`src/sv/hsv2rgb_pkg.sv`:
```
// Shared constants and helper types for the HSV to RGB color converter.
package hsv2rgb_pkg;

    // Field widths
    localparam int HUE_W  = 15;
    localparam int UNIT_W = 16;
    localparam int PROD_W = 2 * UNIT_W;
    localparam int REM_W  = 12;
    localparam int SEC_W  = 3;

    // Number of register stages from input to output
    localparam int PIPE_DEPTH = 6;

    // Hue geometry: 60 degrees at 64 codes per degree
    localparam int DEG_PER_SECTOR = 60;
    localparam int HUE_FRAC_SCALE = 64;
    localparam int SECTOR_SPAN    = DEG_PER_SECTOR * HUE_FRAC_SCALE;
    localparam int HUE_FULL_TURN  = 6 * SECTOR_SPAN;

    localparam logic [HUE_W-1:0] HUE_TURN  = HUE_W'(HUE_FULL_TURN);
    localparam logic [HUE_W-1:0] HUE_SEC1  = HUE_W'(1 * SECTOR_SPAN);
    localparam logic [HUE_W-1:0] HUE_SEC2  = HUE_W'(2 * SECTOR_SPAN);
    localparam logic [HUE_W-1:0] HUE_SEC3  = HUE_W'(3 * SECTOR_SPAN);
    localparam logic [HUE_W-1:0] HUE_SEC4  = HUE_W'(4 * SECTOR_SPAN);
    localparam logic [HUE_W-1:0] HUE_SEC5  = HUE_W'(5 * SECTOR_SPAN);
    localparam logic [REM_W-1:0] REM_LIMIT = REM_W'(SECTOR_SPAN);

    // 65535 / 3840 reduces exactly to 4369 / 256
    localparam int FRAC_MULT_W = 13;
    localparam logic [FRAC_MULT_W-1:0] FRAC_MULT = FRAC_MULT_W'(4369);
    localparam int FRAC_SHIFT  = 8;
    localparam int FRAC_PROD_W = REM_W + FRAC_MULT_W;

    // Full-scale fraction
    localparam logic [UNIT_W-1:0] UNIT = '1;

    // Sector codes, one per 60-degree span
    localparam logic [SEC_W-1:0] SECTOR_RED_YELLOW    = 3'd0;
    localparam logic [SEC_W-1:0] SECTOR_YELLOW_GREEN  = 3'd1;
    localparam logic [SEC_W-1:0] SECTOR_GREEN_CYAN    = 3'd2;
    localparam logic [SEC_W-1:0] SECTOR_CYAN_BLUE     = 3'd3;
    localparam logic [SEC_W-1:0] SECTOR_BLUE_MAGENTA  = 3'd4;
    localparam logic [SEC_W-1:0] SECTOR_MAGENTA_RED   = 3'd5;

    typedef logic [UNIT_W-1:0] unorm_t;
    typedef logic [PROD_W-1:0] prod_t;
    typedef logic [SEC_W-1:0]  sector_t;

endpackage

```
`src/sv/hsv2rgb_if.sv`:
```
// Valid/ready channel interfaces for HSV pixels in and RGB pixels out.
interface hsv2rgb_hsv_if;
    logic                              valid;
    logic                              ready;
    logic [hsv2rgb_pkg::HUE_W-1:0]     hue;
    hsv2rgb_pkg::unorm_t               saturation;
    hsv2rgb_pkg::unorm_t               brightness;

    modport source (output valid, output hue, output saturation, output brightness,
                    input ready);
    modport sink   (input valid, input hue, input saturation, input brightness,
                    output ready);
endinterface

interface hsv2rgb_rgb_if;
    logic                 valid;
    logic                 ready;
    hsv2rgb_pkg::unorm_t  red;
    hsv2rgb_pkg::unorm_t  green;
    hsv2rgb_pkg::unorm_t  blue;

    modport source (output valid, output red, output green, output blue, input ready);
    modport sink   (input valid, input red, input green, input blue, output ready);
endinterface

```
`src/sv/hsv2rgb_unorm_div.sv`:
```
// Floor division of a 32-bit product by 65535, done as a fold and a small correction.
module hsv2rgb_unorm_div
(
    input  hsv2rgb_pkg::prod_t  prod,
    output hsv2rgb_pkg::unorm_t quo
);

    localparam int W = hsv2rgb_pkg::UNIT_W;

    logic [W:0]   fold;
    logic [1:0]   corr;
    logic [W:0]   quo_wide;

    // x = hi*65535 + (hi + lo), so the quotient is hi plus (hi + lo) / 65535
    always_comb
    begin
        fold = {1'b0, prod[2*W-1:W]} + {1'b0, prod[W-1:0]};
        if (fold >= {hsv2rgb_pkg::UNIT, 1'b0})
        begin
            corr = 2'd2;
        end
        else if (fold >= {1'b0, hsv2rgb_pkg::UNIT})
        begin
            corr = 2'd1;
        end
        else
        begin
            corr = 2'd0;
        end
        quo_wide = {1'b0, prod[2*W-1:W]} + {{(W-1){1'b0}}, corr};
    end

    assign quo = quo_wide[W-1:0];

endmodule

```
`src/sv/hsv_to_rgb_converter.sv`:
```
// Top level of the pipelined HSV to RGB color converter.
//
// Converts one HSV pixel per clock into RGB with 16-bit fractions (65535 is 1.0)
// while the output side keeps up; hue is degrees times 64, and codes of 360
// degrees or more fold back by one turn. The pipeline has six register stages.
// The depth comes from the chain hue split, sector fraction, s*f product,
// reduction, v*(1-s*f) product, and the last reduction with the final color
// select, each step in a stage of its own with the last stage as the output
// register. A stall at the output holds each full stage with no empty stage
// between it and the output, while the stages before an empty one keep filling,
// so no pixel is lost or repeated. Zero saturation gives grey through the same
// arithmetic. No state, no memory, no clearing pass.
module hsv_to_rgb_converter
(
    input  logic                 clk,
    input  logic                 rst_n,
    hsv2rgb_hsv_if.sink          pixel_hsv,
    hsv2rgb_rgb_if.source        pixel_rgb
);

    localparam int DEPTH = hsv2rgb_pkg::PIPE_DEPTH;
    localparam int HW    = hsv2rgb_pkg::HUE_W;
    localparam int RW    = hsv2rgb_pkg::REM_W;
    localparam int FPW   = hsv2rgb_pkg::FRAC_PROD_W;
    localparam int FS    = hsv2rgb_pkg::FRAC_SHIFT;
    localparam int UW    = hsv2rgb_pkg::UNIT_W;

    // Stage control
    logic [DEPTH-1:0] vld_reg;
    logic [DEPTH-1:0] vld_next;
    logic [DEPTH-1:0] en;

    // Stage 1: folded hue split into sector and remainder
    logic [HW-1:0]          hue_fold;
    logic [HW-1:0]          hue_base;
    hsv2rgb_pkg::sector_t   sec_next;
    logic [HW-1:0]          rem_wide;
    hsv2rgb_pkg::sector_t   sec1_reg;
    logic [RW-1:0]          rem1_reg;
    hsv2rgb_pkg::unorm_t    sat1_reg;
    hsv2rgb_pkg::unorm_t    bri1_reg;

    // Stage 2: sector fraction and v*(1-s)
    logic [FPW-1:0]         frac_prod;
    hsv2rgb_pkg::unorm_t    frac2_reg;
    hsv2rgb_pkg::prod_t     prodp2_reg;
    hsv2rgb_pkg::sector_t   sec2_reg;
    hsv2rgb_pkg::unorm_t    sat2_reg;
    hsv2rgb_pkg::unorm_t    bri2_reg;

    // Stage 3: s*f and s*(1-f), reduce p
    hsv2rgb_pkg::unorm_t    p_quo;
    hsv2rgb_pkg::prod_t     prodsf3_reg;
    hsv2rgb_pkg::prod_t     prodsg3_reg;
    hsv2rgb_pkg::unorm_t    p3_reg;
    hsv2rgb_pkg::sector_t   sec3_reg;
    hsv2rgb_pkg::unorm_t    bri3_reg;

    // Stage 4: reduce s*f and s*(1-f)
    hsv2rgb_pkg::unorm_t    sf_quo;
    hsv2rgb_pkg::unorm_t    sg_quo;
    hsv2rgb_pkg::unorm_t    sf4_reg;
    hsv2rgb_pkg::unorm_t    sg4_reg;
    hsv2rgb_pkg::unorm_t    p4_reg;
    hsv2rgb_pkg::sector_t   sec4_reg;
    hsv2rgb_pkg::unorm_t    bri4_reg;

    // Stage 5: v*(1-s*f) and v*(1-s*(1-f))
    hsv2rgb_pkg::prod_t     prodq5_reg;
    hsv2rgb_pkg::prod_t     prodt5_reg;
    hsv2rgb_pkg::unorm_t    p5_reg;
    hsv2rgb_pkg::sector_t   sec5_reg;
    hsv2rgb_pkg::unorm_t    bri5_reg;

    // Stage 6: reduce q and t, select the color
    hsv2rgb_pkg::unorm_t    q_quo;
    hsv2rgb_pkg::unorm_t    t_quo;
    hsv2rgb_pkg::unorm_t    red_next;
    hsv2rgb_pkg::unorm_t    green_next;
    hsv2rgb_pkg::unorm_t    blue_next;
    hsv2rgb_pkg::unorm_t    red_reg;
    hsv2rgb_pkg::unorm_t    green_reg;
    hsv2rgb_pkg::unorm_t    blue_reg;

    // Advance a stage when it is empty or the stage after it advances
    always_comb
    begin
        en[DEPTH-1] = !vld_reg[DEPTH-1] || pixel_rgb.ready;
        for (int k = DEPTH - 2; k >= 0; k--)
        begin
            en[k] = !vld_reg[k] || en[k+1];
        end
    end

    // Move valid bits along with the data
    always_comb
    begin
        vld_next[0] = en[0] ? pixel_hsv.valid : vld_reg[0];
        for (int k = 1; k < DEPTH; k++)
        begin
            vld_next[k] = en[k] ? vld_reg[k-1] : vld_reg[k];
        end
    end

    always_ff @(posedge clk or negedge rst_n)
    begin
        if (!rst_n)
        begin
            vld_reg <= '0;
        end
        else
        begin
            vld_reg <= vld_next;
        end
    end

    // Fold the hue into one turn and find its sector
    always_comb
    begin
        hue_fold = (pixel_hsv.hue >= hsv2rgb_pkg::HUE_TURN)
                 ? pixel_hsv.hue - hsv2rgb_pkg::HUE_TURN : pixel_hsv.hue;
        if (hue_fold >= hsv2rgb_pkg::HUE_SEC5)
        begin
            sec_next = hsv2rgb_pkg::SECTOR_MAGENTA_RED;
            hue_base = hsv2rgb_pkg::HUE_SEC5;
        end
        else if (hue_fold >= hsv2rgb_pkg::HUE_SEC4)
        begin
            sec_next = hsv2rgb_pkg::SECTOR_BLUE_MAGENTA;
            hue_base = hsv2rgb_pkg::HUE_SEC4;
        end
        else if (hue_fold >= hsv2rgb_pkg::HUE_SEC3)
        begin
            sec_next = hsv2rgb_pkg::SECTOR_CYAN_BLUE;
            hue_base = hsv2rgb_pkg::HUE_SEC3;
        end
        else if (hue_fold >= hsv2rgb_pkg::HUE_SEC2)
        begin
            sec_next = hsv2rgb_pkg::SECTOR_GREEN_CYAN;
            hue_base = hsv2rgb_pkg::HUE_SEC2;
        end
        else if (hue_fold >= hsv2rgb_pkg::HUE_SEC1)
        begin
            sec_next = hsv2rgb_pkg::SECTOR_YELLOW_GREEN;
            hue_base = hsv2rgb_pkg::HUE_SEC1;
        end
        else
        begin
            sec_next = hsv2rgb_pkg::SECTOR_RED_YELLOW;
            hue_base = '0;
        end
        rem_wide = hue_fold - hue_base;
    end

    always_ff @(posedge clk)
    begin
        if (en[0])
        begin
            sec1_reg <= sec_next;
            rem1_reg <= rem_wide[RW-1:0];
            sat1_reg <= pixel_hsv.saturation;
            bri1_reg <= pixel_hsv.brightness;
        end
    end

    // Scale the remainder to a 16-bit fraction and start p
    assign frac_prod = FPW'(rem1_reg) * FPW'(hsv2rgb_pkg::FRAC_MULT);

    always_ff @(posedge clk)
    begin
        if (en[1])
        begin
            frac2_reg  <= frac_prod[FS+UW-1:FS];
            prodp2_reg <= hsv2rgb_pkg::PROD_W'(bri1_reg) * {{UW{1'b0}}, ~sat1_reg};
            sec2_reg   <= sec1_reg;
            sat2_reg   <= sat1_reg;
            bri2_reg   <= bri1_reg;
        end
    end

    hsv2rgb_unorm_div u_div_p
    (
        .prod (prodp2_reg),
        .quo  (p_quo)
    );

    always_ff @(posedge clk)
    begin
        if (en[2])
        begin
            prodsf3_reg <= hsv2rgb_pkg::PROD_W'(sat2_reg) * hsv2rgb_pkg::PROD_W'(frac2_reg);
            prodsg3_reg <= hsv2rgb_pkg::PROD_W'(sat2_reg) * {{UW{1'b0}}, ~frac2_reg};
            p3_reg      <= p_quo;
            sec3_reg    <= sec2_reg;
            bri3_reg    <= bri2_reg;
        end
    end

    hsv2rgb_unorm_div u_div_sf
    (
        .prod (prodsf3_reg),
        .quo  (sf_quo)
    );

    hsv2rgb_unorm_div u_div_sg
    (
        .prod (prodsg3_reg),
        .quo  (sg_quo)
    );

    always_ff @(posedge clk)
    begin
        if (en[3])
        begin
            sf4_reg  <= sf_quo;
            sg4_reg  <= sg_quo;
            p4_reg   <= p3_reg;
            sec4_reg <= sec3_reg;
            bri4_reg <= bri3_reg;
        end
    end

    // Start q and t from the scaled saturation terms
    always_ff @(posedge clk)
    begin
        if (en[4])
        begin
            prodq5_reg <= hsv2rgb_pkg::PROD_W'(bri4_reg) * {{UW{1'b0}}, ~sf4_reg};
            prodt5_reg <= hsv2rgb_pkg::PROD_W'(bri4_reg) * {{UW{1'b0}}, ~sg4_reg};
            p5_reg     <= p4_reg;
            sec5_reg   <= sec4_reg;
            bri5_reg   <= bri4_reg;
        end
    end

    hsv2rgb_unorm_div u_div_q
    (
        .prod (prodq5_reg),
        .quo  (q_quo)
    );

    hsv2rgb_unorm_div u_div_t
    (
        .prod (prodt5_reg),
        .quo  (t_quo)
    );

    // Pick red, green and blue by sector
    always_comb
    begin
        case (sec5_reg)
            hsv2rgb_pkg::SECTOR_RED_YELLOW:
            begin
                red_next = bri5_reg; green_next = t_quo;    blue_next = p5_reg;
            end
            hsv2rgb_pkg::SECTOR_YELLOW_GREEN:
            begin
                red_next = q_quo;    green_next = bri5_reg; blue_next = p5_reg;
            end
            hsv2rgb_pkg::SECTOR_GREEN_CYAN:
            begin
                red_next = p5_reg;   green_next = bri5_reg; blue_next = t_quo;
            end
            hsv2rgb_pkg::SECTOR_CYAN_BLUE:
            begin
                red_next = p5_reg;   green_next = q_quo;    blue_next = bri5_reg;
            end
            hsv2rgb_pkg::SECTOR_BLUE_MAGENTA:
            begin
                red_next = t_quo;    green_next = p5_reg;   blue_next = bri5_reg;
            end
            default:
            begin
                red_next = bri5_reg; green_next = p5_reg;   blue_next = q_quo;
            end
        endcase
    end

    always_ff @(posedge clk)
    begin
        if (en[5])
        begin
            red_reg   <= red_next;
            green_reg <= green_next;
            blue_reg  <= blue_next;
        end
    end

    // Drive the channels
    assign pixel_hsv.ready = en[0];
    assign pixel_rgb.valid = vld_reg[DEPTH-1];
    assign pixel_rgb.red   = red_reg;
    assign pixel_rgb.green = green_reg;
    assign pixel_rgb.blue  = blue_reg;

    // An empty output stage lets the whole pipe advance
    a_empty_out_accepts: assert property (@(posedge clk) disable iff (!rst_n)
        !vld_reg[DEPTH-1] |-> pixel_hsv.ready)
        else $error("input stalled while output stage is empty");

    // A held stage keeps its valid bit
    a_held_stage_keeps: assert property (@(posedge clk) disable iff (!rst_n)
        (vld_reg[2] && !en[2]) |=> vld_reg[2])
        else $error("stalled stage dropped its item");

    // Sector and remainder stay in range
    a_sector_range: assert property (@(posedge clk) disable iff (!rst_n)
        vld_reg[0] |-> (sec1_reg <= hsv2rgb_pkg::SECTOR_MAGENTA_RED
                        && rem1_reg < hsv2rgb_pkg::REM_LIMIT))
        else $error("hue split out of range");

    // An accepted item is in the first stage next cycle
    a_accept_fills: assert property (@(posedge clk) disable iff (!rst_n)
        (pixel_hsv.valid && pixel_hsv.ready) |=> vld_reg[0])
        else $error("accepted item missing from first stage");

endmodule

```
`src/flat_wrapper.sv`:
```
// flat-port wrapper written by rule: the top's interface ports become plain ports
module hsv_to_rgb_converter_flat 
  (clk, rst_n, pixel_hsv_valid, pixel_hsv_hue, pixel_hsv_saturation, pixel_hsv_brightness, pixel_hsv_ready, pixel_rgb_valid, pixel_rgb_red, pixel_rgb_green, pixel_rgb_blue, pixel_rgb_ready);
  hsv2rgb_hsv_if pixel_hsv_i ();
  hsv2rgb_rgb_if pixel_rgb_i ();
  input  logic clk;
  input  logic rst_n;
  input wire logic [$bits(pixel_hsv_i.valid)-1:0] pixel_hsv_valid;
  input wire logic [$bits(pixel_hsv_i.hue)-1:0] pixel_hsv_hue;
  input wire logic [$bits(pixel_hsv_i.saturation)-1:0] pixel_hsv_saturation;
  input wire logic [$bits(pixel_hsv_i.brightness)-1:0] pixel_hsv_brightness;
  output wire logic [$bits(pixel_hsv_i.ready)-1:0] pixel_hsv_ready;
  output wire logic [$bits(pixel_rgb_i.valid)-1:0] pixel_rgb_valid;
  output wire logic [$bits(pixel_rgb_i.red)-1:0] pixel_rgb_red;
  output wire logic [$bits(pixel_rgb_i.green)-1:0] pixel_rgb_green;
  output wire logic [$bits(pixel_rgb_i.blue)-1:0] pixel_rgb_blue;
  input wire logic [$bits(pixel_rgb_i.ready)-1:0] pixel_rgb_ready;
  assign pixel_hsv_i.valid = pixel_hsv_valid;
  assign pixel_hsv_i.hue = pixel_hsv_hue;
  assign pixel_hsv_i.saturation = pixel_hsv_saturation;
  assign pixel_hsv_i.brightness = pixel_hsv_brightness;
  assign pixel_hsv_ready = pixel_hsv_i.ready;
  assign pixel_rgb_valid = pixel_rgb_i.valid;
  assign pixel_rgb_red = pixel_rgb_i.red;
  assign pixel_rgb_green = pixel_rgb_i.green;
  assign pixel_rgb_blue = pixel_rgb_i.blue;
  assign pixel_rgb_i.ready = pixel_rgb_ready;
  hsv_to_rgb_converter u_core (.clk(clk), .rst_n(rst_n), .pixel_hsv(pixel_hsv_i), .pixel_rgb(pixel_rgb_i));
endmodule
```
`config.mk`:
```
export PLATFORM = sky130hd
export DESIGN_NAME = hsv_to_rgb_converter_flat
export DESIGN_NICKNAME = d
export VERILOG_FILES = /design/src/sv/hsv2rgb_pkg.sv /design/src/sv/hsv2rgb_if.sv /design/src/sv/hsv2rgb_unorm_div.sv /design/src/sv/hsv_to_rgb_converter.sv /design/src/flat_wrapper.sv
export SDC_FILE = /design/constraint.sdc
export NUM_CORES = 2
export LEC_CHECK = 0
export BUFFER_PORTS_ARGS = -buffer_cell sky130_fd_sc_hd__buf_4
export CAP_MARGIN = 20
export CORE_UTILIZATION = 32
export DETAILED_ROUTE_END_ITERATION = 6
export GPL_ROUTABILITY_DRIVEN = 0
export PLACE_DENSITY_LB_ADDON = 0.25
export SLEW_MARGIN = 20
export SYNTH_ARGS = -nofsm -noshare
export SYNTH_HDL_FRONTEND = slang
export SYNTH_SLANG_ARGS = --single-unit
```
`constraint.sdc`:
```
create_clock -name clk -period 8.05 [get_ports clk]
set_clock_uncertainty 0.2 [all_clocks]
set_input_delay 1.61 -clock clk [delete_from_list [all_inputs] [get_ports clk]]
set_output_delay 1.61 -clock clk [all_outputs]
set_load 0.02 [all_outputs]
```
==> flow_summary.toml <==
[timing]
max_freq_ghz = 0.1326
finalHoldViolCount = 0
min_period_ps = 7543
worstMarginPinSlew_ps = 1159
rsz0062_at_grt = "false"
min_period_over_period_pct = 93.70
finalMaxSlewViolations = 0
finalSetupTns_ps = 0
slew_headroom_pct = 22.75
setup_viol = 0

[routing]
drt_iter0_markers = 2411
ant_nets = 0
wl_per_cell_um = 18.43
drc_errors = 0
viasPerCell = 4.792
dr_total_vias = 44380
drt_first_pass_iters = 5
routed_wl_um = 170700

[setup_path]
reg2reg_from = "u_core.bri4_reg[4]"
cp-end-kind = "flop"
rr_worst_depth = 23
cpPeakStageDelay_ps = 820
worst-path-buf-inv = 6
path_depth = 23
startpoint_type = "flop"
cp_data_arrival_time_ps = 7770
path_common_cell = "fa_1"
r2r_end = "u_core.prodq5_reg[30]"
required_ps = 8280
crit_chain = "buf_12, nand2b_1, fa_1, inv_1, fa_1, inv_1, fa_1, inv_1, fa_1, fa_1, inv_1, fa_1, inv_1, ha_1, nand2_1, a2111oi_2, o41a_1, o21ai_0, a2111oi_0, o31ai_1, a21boi_0, or4_1, nand4_1"
critPathKind = "reg -> reg"
crit_fanout = 18
reg2reg_setup_slack_ps = 510
crit_family = "adder cells"
slowest_stage = "edfxtp_1"

[die]
ios = 101
die_area_um2 = 205600
placement_rows = 165
initial_core_util_pct = 32.24
coreArea_um2 = 202300
die_w_um = 453.5
die_h_um = 453.5

[cts]
htreeDepth = 2
cts_sinks = 449
clk_path_buf_depth = 3
clockRootBuffer = "clkbuf_16"
hold_buffers = 0
cts-resized-gates = 0
cts_tree = "done"
clk_pin_slew_ps = 60
post_cts_buffers = 0
clock_latency_ps = 700
cts_buffers = 55

[finish]
fill_cells = 20440
multiInputGateArea_um2 = 46290
areaGrowthSynthToFinish_pct = 9.365
fin_nets = 8235
register_area_um2 = 13450
layout-drive-gt1-share_pct = 5.313

[yosys]
synth_mux_area_share_pct = 0.9284
synth-xor-area-share_pct = 3.424
ys_warn_count = 0
synth_cells = 6522
async_flop_share_pct = 1.336
netlist_area_um2 = 65230
synth_top_family_by_area = "adder cells"
synth.top_cell.area_share_pct = 30.32
synth_cell_types = 73
synth_ff_type = "edfxtp_1"
avgSynthCellArea_um2 = 10.00
synth.ff_latch_count = 449
synthSimpleGateAreaFrac_pct = 16.71
synth_fa_ha_area_share_pct = 42.86
syn_nets = 8214
synth_largest_area_cell = "fa_1"
synth_seq_area_share_pct = 20.62
synth_compound_area_share_pct = 6.982
synthTopCellsByArea = "fa_1, edfxtp_1, ha_1"
synth_edf_count = 443

[global_routing]
first_global_vias = 47510
grt-ovfl-total = 0
grt.total_usage_pct = 16.95
grt_pass1_wl_um = 271700
antenna_found_initial = 6
grt_max_degree = 88

[worst_hold_path]
hold_path_class = "reg -> reg"
holdPathStages = 0
hold-path-endpoint = "u_core.bri4_reg[9]"
hp-start = "u_core.bri3_reg[9]"

[outcome]
status = "finished clean"

[placed_design]
port_buffers = 100
hpwl_um = 134300

[flow_run]
max-cap-violations = 0
-- through the flow --
step           utilization, %  instances  area [um2]  hold WS [ps]  setup WS [ps]
2_1_floorplan               -       6522       65230         200.3          891.1
3_3_place_gp            34.26       9154       69320         201.1          617.8
3_5_place_dp            34.27       9155       69330         204.5          506.6
4_1_cts                 35.24       9257       71290         180.7          457.2
5_1_grt                 35.26       9261       71340         191.9          23.51
6_report                35.26       9261       71340         190.1          506.8
-- cell type report --
cell class | count | share of cell area, %
tap | 2672 | 4.686
clock buffer | 70 | 2.096
timing repair buffer | 216 | 2.399
sequential | 449 | 18.86
inverter | 1220 | 6.423
multi-input combinational | 4601 | 64.88
clock inverter | 32 | 0.6490
antenna | 1 | 0.003508
-- synthesized netlist by cell type, types with 7 or more instances --
cell	count
nand2_1	329
a2111oi_0	9
a21boi_0	10
nand4_1	29
o21bai_1	31
nand2b_1	593
a211oi_1	46
fa_1	988
and3_1	29
o21a_1	33
nor3_1	40
nor2_1	157
a311oi_1	8
nor3b_1	9
or3_1	7
o21ai_0	135
a21oi_1	192
a211o_1	11
inv_1	1220
nor2b_1	508
nor4_1	20
ha_1	653
edfxtp_1	443
xor2_1	86
clkbuf_1	247
and2_1	135
mux2i_1	38
a31oi_1	38
nand3_1	64
xnor2_1	169
a21o_1	87
mux2_2	20
o211ai_1	17
-- worst max-delay path by stage --
stage	startpoint	to	slack [ps]
finish	u_core.bri4_reg[4]	u_core.prodq5_reg[30]	510
global route	u_core.bri4_reg[4]	u_core.prodq5_reg[30]	20
CTS	u_core.sat2_reg[11]	u_core.prodsg3_reg[31]	460
detailed placement	u_core.sat2_reg[11]	u_core.prodsg3_reg[31]	510
global placement	u_core.frac2_reg[8]	u_core.prodsg3_reg[31]	620
floorplan	pixel_rgb_ready	pixel_hsv_ready	890
-- layer usage --
layer	GRT usage [%]	wire [um]	up-vias	share of wire, %
met4	4.260	4168	2	2.4
met1	23.79	80350	22560	47
li1	-	-	20710	-
met2	27.52	78420	889	46
met5	0	9	-	0.0053
met3	2.149	7720	214	4.5
-- kinds of logic after synthesis --
logic type,Yosys count
simple gates,1947
compound gates,699
mux,58
flops,449
fa+ha+maj,1642
buf+inv,1472
xor+xnor,255
-- cells in the final DEF (no fill, tap or decap), types with 33 or more instances in the layout --
cell / count
a211oi_1: 46
buf_4: 209
a21oi_1: 192
nand2b_1: 593
nor2_1: 156
a31oi_1: 38
and2_1: 135
clkbuf_16: 57
fa_1: 988
a21o_1: 87
nand2_1: 327
inv_1: 1218
o21ai_0: 135
nor3_1: 40
xor2_1: 86
xnor2_1: 169
ha_1: 653
nor2b_1: 508
mux2i_1: 38
edfxtp_1: 443
nand3_1: 62
o21a_1: 33
Power is left out: the tool's default activity adds up to more than one toggle a clock period on the data nets, which glitch-free logic cannot reach.
